<file path="src/hdl/tlc_pkg.sv">
// ----------------------------------------------------------------------------
// tlc_pkg
// shared constants for the ttl lru record cache
// ----------------------------------------------------------------------------
package tlc_pkg;

  localparam int CAPACITY_DEF = 128;

  localparam logic [2:0] ST_MISS      = 3'd0;
  localparam logic [2:0] ST_HIT       = 3'd1;
  localparam logic [2:0] ST_HIT_SOON  = 3'd2;
  localparam logic [2:0] ST_STALE     = 3'd3;
  localparam logic [2:0] ST_EXPIRED   = 3'd4;
  localparam logic [2:0] ST_STORED    = 3'd5;
  localparam logic [2:0] ST_PROTECTED = 3'd6;
  localparam logic [2:0] ST_DISABLED  = 3'd7;

  localparam logic [1:0] CFG_MAX_ENTRIES  = 2'd0;
  localparam logic [1:0] CFG_IMMUTABLE    = 2'd1;
  localparam logic [1:0] CFG_STALE_WINDOW = 2'd2;

  localparam logic [7:0]  MAX_ENTRIES_RST  = 8'd100;
  localparam logic [15:0] STALE_WINDOW_RST = 16'd30;

  localparam logic [1:0] SRC_LOCAL  = 2'd0;
  localparam logic [1:0] SRC_PUBLIC = 2'd1;
  localparam logic [1:0] SRC_FUSED  = 2'd2;

  // floor(x / 10) = (x * RECIP10) >> RECIP10_SHIFT for x below 2^32
  localparam logic [31:0] RECIP10       = 32'hCCCC_CCCD;
  localparam int          RECIP10_SHIFT = 35;
  localparam int          SOON_W        = 28;

  localparam logic OP_LOOKUP = 1'b0;
  localparam logic OP_STORE  = 1'b1;

endpackage

</file>
<file path="src/hdl/tlc_classify.sv">
// ----------------------------------------------------------------------------
// tlc_classify
// two-stage age classifier: reciprocal multiply, then ttl and window compares
// ----------------------------------------------------------------------------
module tlc_classify (
  input  logic        clk,
  input  logic        start,
  input  logic [31:0] now_sec,
  input  logic [31:0] stamp_sec,
  input  logic [30:0] ttl,
  input  logic [15:0] stale_window,
  output logic [2:0]  status
);

  logic [63:0] prod;
  logic [32:0] age;
  logic [30:0] ttl_r;
  logic [15:0] sw_r;

  logic [tlc_pkg::SOON_W-1:0] soon;
  logic [33:0]                fresh_left;
  logic [33:0]                past_due;
  logic                       before_expiry;

  always_ff @(posedge clk) begin
    if (start) begin
      prod  <= 64'({1'b0, ttl}) * 64'(tlc_pkg::RECIP10);
      age   <= {1'b0, now_sec} - {1'b0, stamp_sec};
      ttl_r <= ttl;
      sw_r  <= stale_window;
    end
  end

  always_comb begin
    soon = prod[tlc_pkg::RECIP10_SHIFT +: tlc_pkg::SOON_W];
    if (soon == '0) begin
      soon = tlc_pkg::SOON_W'(1);
    end
    before_expiry = $signed(age) < $signed({2'b00, ttl_r});
    fresh_left    = {3'b000, ttl_r} - {age[32], age};
    past_due      = {age[32], age} - {3'b000, ttl_r};
  end

  always_ff @(posedge clk) begin
    if (before_expiry) begin
      status <= (fresh_left < 34'(soon)) ? tlc_pkg::ST_HIT_SOON : tlc_pkg::ST_HIT;
    end else begin
      status <= (past_due < 34'(sw_r)) ? tlc_pkg::ST_STALE : tlc_pkg::ST_EXPIRED;
    end
  end

endmodule

</file>
<file path="config.mk">
export PLATFORM = sky130hd
export DESIGN_NAME = tlc_classify
export DESIGN_NICKNAME = d
export VERILOG_FILES = /design/src/hdl/tlc_pkg.sv /design/src/hdl/tlc_classify.sv
export SDC_FILE = /design/constraint.sdc
export NUM_CORES = 1
export LEC_CHECK = 0
export ABC_AREA = 1
export BUFFER_PORTS_ARGS = -buffer_cell sky130_fd_sc_hd__buf_2
export CORE_UTILIZATION = 60
export CTS_BUF_LIST = sky130_fd_sc_hd__clkbuf_4 sky130_fd_sc_hd__clkbuf_8
export DETAILED_ROUTE_END_ITERATION = 10
export HOLD_SLACK_MARGIN = 0.15
export PLACE_DENSITY = 0.85
export SYNTH_ARGS = -nofsm -noshare
export SYNTH_HDL_FRONTEND = slang
export SYNTH_SLANG_ARGS = --single-unit
</file>
<file path="constraint.sdc">
create_clock -name clk -period 10.6 [get_ports clk]
set_clock_uncertainty 0.05 [all_clocks]
set_input_delay 1.06 -clock clk [delete_from_list [all_inputs] [get_ports clk]]
set_output_delay 1.06 -clock clk [all_outputs]
set_load 0.005 [all_outputs]
</file>
== Word level (Yosys, flattened, before mapping) ==
Index checks and enable logic that the tools add are counted.

* Bits in registers: 146
* Input bits: 113
* Output and inout port bits: 3

* $add $sub $neg: 3
* Multipliers: 1
* $lt $le $gt $ge: 3
* Multiplexer cells: 4
* Reduce and logical (&&, ||, !) cells: 1

{| class="wikitable"
|+ Operators by type and width
! cell !! count
|-
| $mul A31 B32 Y63 const B || 1
|-
| $lt A34 B16 Y1 || 1
|-
| $lt A34 B28 Y1 || 1
|-
| $sub A32 B33 Y34 || 1
|-
| $sub A33 B32 Y34 || 1
|-
| $lt A33 B32 Y1 || 1
|-
| $sub A32 B32 Y33 || 1
|-
| $logic_not A28 Y1 || 1
|-
| $mux W28 || 1
|-
| $mux W3 || 2
|-
| $mux W2 || 1
|}

== Longest topological paths before layout ==
* Depth in word-level cells: 5
* Gate-level depth with buffers: 29
* Depth with buffers taken out: 29

== Least setup slack after synthesis ==
Ideal clock, no wire load.

* Kind: input -> register
* From: input ttl[16]
* To: register prod[56] (data pin)
* Data arrival time: 6673 ps
* Required time: 10292 ps
* Setup slack: 3619 ps
* Cell stages on the path: 21
* Cell sequence: ha_1 > fa_1 > inv_1 > fa_1 > inv_1 > fa_1 > fa_1 > fa_1 > fa_1 > inv_1 > fa_1 > inv_1 > ha_1 > nand2_1 > nor2_1 > inv_1 > nor4_1 > nand3_1 > nand3_1 > a21oi_1 > xnor2_1

* Cells in the longest elaborated chain, start to end: 1

{| class="wikitable"
|+ RTL lines
! element !! line !! source
|-
| start: declaration || tlc_classify.sv:10 || <nowiki>input logic [30:0] ttl,</nowiki>
|-
| $mul A31 B32 Y63 || tlc_classify.sv:27 || <nowiki>prod <= 64'({1'b0, ttl}) * 64'(tlc_pkg::RECIP10);</nowiki>
|-
| end signal: assignment || tlc_classify.sv:27 ||
|-
| end: declaration || tlc_classify.sv:15 || <nowiki>logic [63:0] prod;</nowiki>
|}

Every way passes these cells.
A chain may end at the register's enable or synchronous reset.

== Worst setup path in the final report ==
* From: input ttl[14]
* To: register prod[48] (data pin)

Same word-level chain as after synthesis.

==> impl_metrics.py <==
metrics = {
    "floorplan": {
        "start_util_pct": 61.20,
        "die_w_um": 201.2,
        "io_pins": 116,
        "rows": 72,
        "die_h_um": 201.2,
        "die-area_mm2": 0.04050,
        "core_area_mm2": 0.03892,
    },
    "setup_path": {
        "cp.required_ps": 10760,
        "reg2reg_depth": 20,
        "crit_fanout": 5,
        "path_common_cell": "fa_1",
        "critPathArrivalTime_ps": 7470,
        "crit_type": "primary input to flop",
        "start_kind": "primary input",
        "worstSetupEndpointType": "flop",
        "slowest_stage": "fa_1",
        "max_stage_delay_ps": 570,
    },
    "logic_synthesis": {
        "ys_warn_count": 0,
        "postSynthCellCount": 3047,
        "ys.flop_type": "edfxtp_1",
        "syn_area_mm2": 0.02382,
        "seq_area_frac_synth_pct": 13.87,
        "syn_avg_cell_area_um2": 7.817,
        "yosysUniqueCellTypes": 49,
        "async_flop_share_pct": 0,
        "synth_edf_count": 108,
        "ys_ff_latch": 111,
        "synth_fp_nets": 3832,
    },
    "job": {
        "cap_violations": 0,
    },
    "final_layout": {
        "nNetsFinal": 3936,
        "layout-drive-gt1-share_pct": 6.242,
        "antennaDiodeCount": 0,
        "synthToLayoutAreaGrowth_pct": 5.426,
    },
    "sta": {
        "fin_crit_ps": 7307,
        "setup_viol": 0,
        "worst_pin_slew_ps": 896.1,
        "hold_viol": 0,
        "fin_hold_ws_ps": 711.5,
        "final-max-slew-violation-count": 0,
        "slew_headroom_pct": 40.04,
        "setup_tns_ps": 0,
        "max_freq_ghz": 0.1369,
        "finalCritPeriodShare_pct": 68.93,
        "rsz0062_at_grt": "no",
    },
    "clock_network": {
        "post_cts_resized": 0,
        "numCtsBuffers": 9,
        "cts_buffer_depth": 2,
        "cts_setup_buffers": 0,
        "cts.sinks": 111,
        "insertion_delay_ps": 460,
        "cts_tree": "built",
        "clockRootBuffer": "clkbuf_8",
        "path_clk_slew_ps": 130,
        "h-tree-depth": 3,
        "hold_buffers": 0,
    },
    "min_path": {
        "hold_path.class": "primary input to flop",
        "hold-path-cell-count": 1,
    },
    "detailed_routing": {
        "route.vias.total": 20760,
        "ant_nets": 0,
        "drc": 0,
        "first_pass_iters": 6,
        "routed_wl_mm": 77.23,
        "vias_per_cell": 5.651,
        "dr.first_iter.drc_count": 1455,
        "wl_per_cell_um": 21.02,
    },
    "global_routing": {
        "grt_max_degree": 62,
        "antenna_found_initial": 2,
        "grt_pass1_wl_mm": 117.7,
        "grt_pass1_vias": 21593,
        "overflow": 0,
        "grt_usage_pct": 38.63,
    },
    "placement": {
        "gp_congestion": 1.075,
        "dp_hpwl_mm": 69.13,
        "port_buffers": 115,
    },
    "status": {
        "outcome": "completed",
    },
}
metrics by stage:
| step | area [um2] | utilization, % | worst slack, ps | cells |
|---|---|---|---|---|
| final | 25110 | 64.52 | 3293 | 3674 |
| after CTS | 25110 | 64.52 | 3335 | 3674 |
| after global placement | 24890 | 63.96 | 2971 | 3658 |
| after floorplan | 23820 | - | 3619 | 3047 |
| after detailed placement | 24890 | 63.96 | 2825 | 3658 |
| after global routing | 25110 | 64.52 | 2900 | 3674 |
critical path: cells and delay by family:
family                     cells  cell delay, ps
adders and majority gates      9            4120
buffers and inverters          6             570
and+or+nand+nor                7            1230
xor gates and xnor gates       2             210
AOI/OAI and AO/OA              1             260
layout by cell type, fill, tap and decap left out, types with 6 or more instances in the layout:
cell type	Yosys	final
o21ai_1	6	6
nand4_1	18	18
clkbuf_8	0	9
buf_2	1	114
xor2_1	88	88
nor3_1	19	19
nor2_1	202	202
o21bai_1	24	24
ha_1	439	439
o21ai_0	81	81
inv_1	723	723
nand3_1	109	109
o21a_1	9	9
nand2_2	19	19
nor4_1	8	8
nand2_1	590	590
xnor2_1	28	28
a21oi_1	194	194
a31oi_1	13	13
a21o_1	32	32
fa_1	233	233
edfxtp_1	108	108
nor2_2	17	17
Yosys cell counts (5+ instances only):
| cell type | number | share of area, % |
|---|---|---|
| o21ai_1 | 6 | 0.13 |
| buf_4 | 19 | 0.60 |
| inv_1 | 723 | 11 |
| o21ai_0 | 81 | 1.7 |
| nor3_1 | 19 | 0.40 |
| xnor2_1 | 28 | 1.0 |
| nor2_2 | 17 | 0.45 |
| and3_1 | 5 | 0.13 |
| nand4_1 | 18 | 0.47 |
| nand2_2 | 19 | 0.50 |
| edfxtp_1 | 108 | 14 |
| inv_2 | 5 | 0.079 |
| fa_1 | 233 | 20 |
| a21o_1 | 32 | 1.0 |
| xor2_1 | 88 | 3.2 |
| a31oi_1 | 13 | 0.34 |
| a21boi_0 | 5 | 0.16 |
| o211ai_1 | 5 | 0.16 |
| nand2_1 | 590 | 9.3 |
| ha_1 | 439 | 23 |
| o21a_1 | 9 | 0.28 |
| nor2_1 | 202 | 3.2 |
| nand3_1 | 109 | 2.3 |
| nor4_1 | 8 | 0.21 |
| a21oi_1 | 194 | 4.1 |
| o21bai_1 | 24 | 0.76 |
metal layers:
metal | global-route usage [%] | share of wire, % | vias to the layer above
met3 | 4.082 | 5.3 | 249
met5 | 0 | 0.014 | -
met4 | 26.16 | 7.6 | 2
li1 | - | - | 9784
met2 | 69.08 | 49 | 821
met1 | 43.41 | 38 | 9904
registers in the layout, indices dropped and copies added, names as in the netlist:
register,flops
age,33
ttl_r,31
prod,28
sw_r,16
status,3
cells by family after synthesis:
| logic type | after synthesis | synth area share [%] |
|---|---|---|
| flops | 111 | 13.87 |
| xor+xnor | 116 | 4.266 |
| simple gates | 1010 | 17.86 |
| buf+inv | 754 | 12.19 |
| fa+ha+maj | 672 | 42.65 |
| compound gates | 384 | 9.177 |
worst paths after layout:
kind	start	to	slack (ps)
worst max-delay path	ttl[14]	prod[48]$_DFFE_PP_	3290
worst min-delay path	stale_window[1]	sw_r[1]$_DFFE_PP_	710
worst min register to register	age[32]$_DFFE_PP_	status[1]$_DFF_P_	830
worst max register to register	age[9]$_DFFE_PP_	status[0]$_DFF_P_	6670
cell type report:
class	count	area (um2)
Clock buffer	10	131.4
Clock inverter	6	86.33
Fill cell	3442	13810
Inverter	731	2744
Multi-Input combinational cell	2182	17610
Sequential cell	111	3303
Tap cell	518	648.1
Timing Repair Buffer	116	585.6
Power is left out: the tool's default activity adds up to more than one toggle a clock period on the data nets, which glitch-free logic cannot reach.
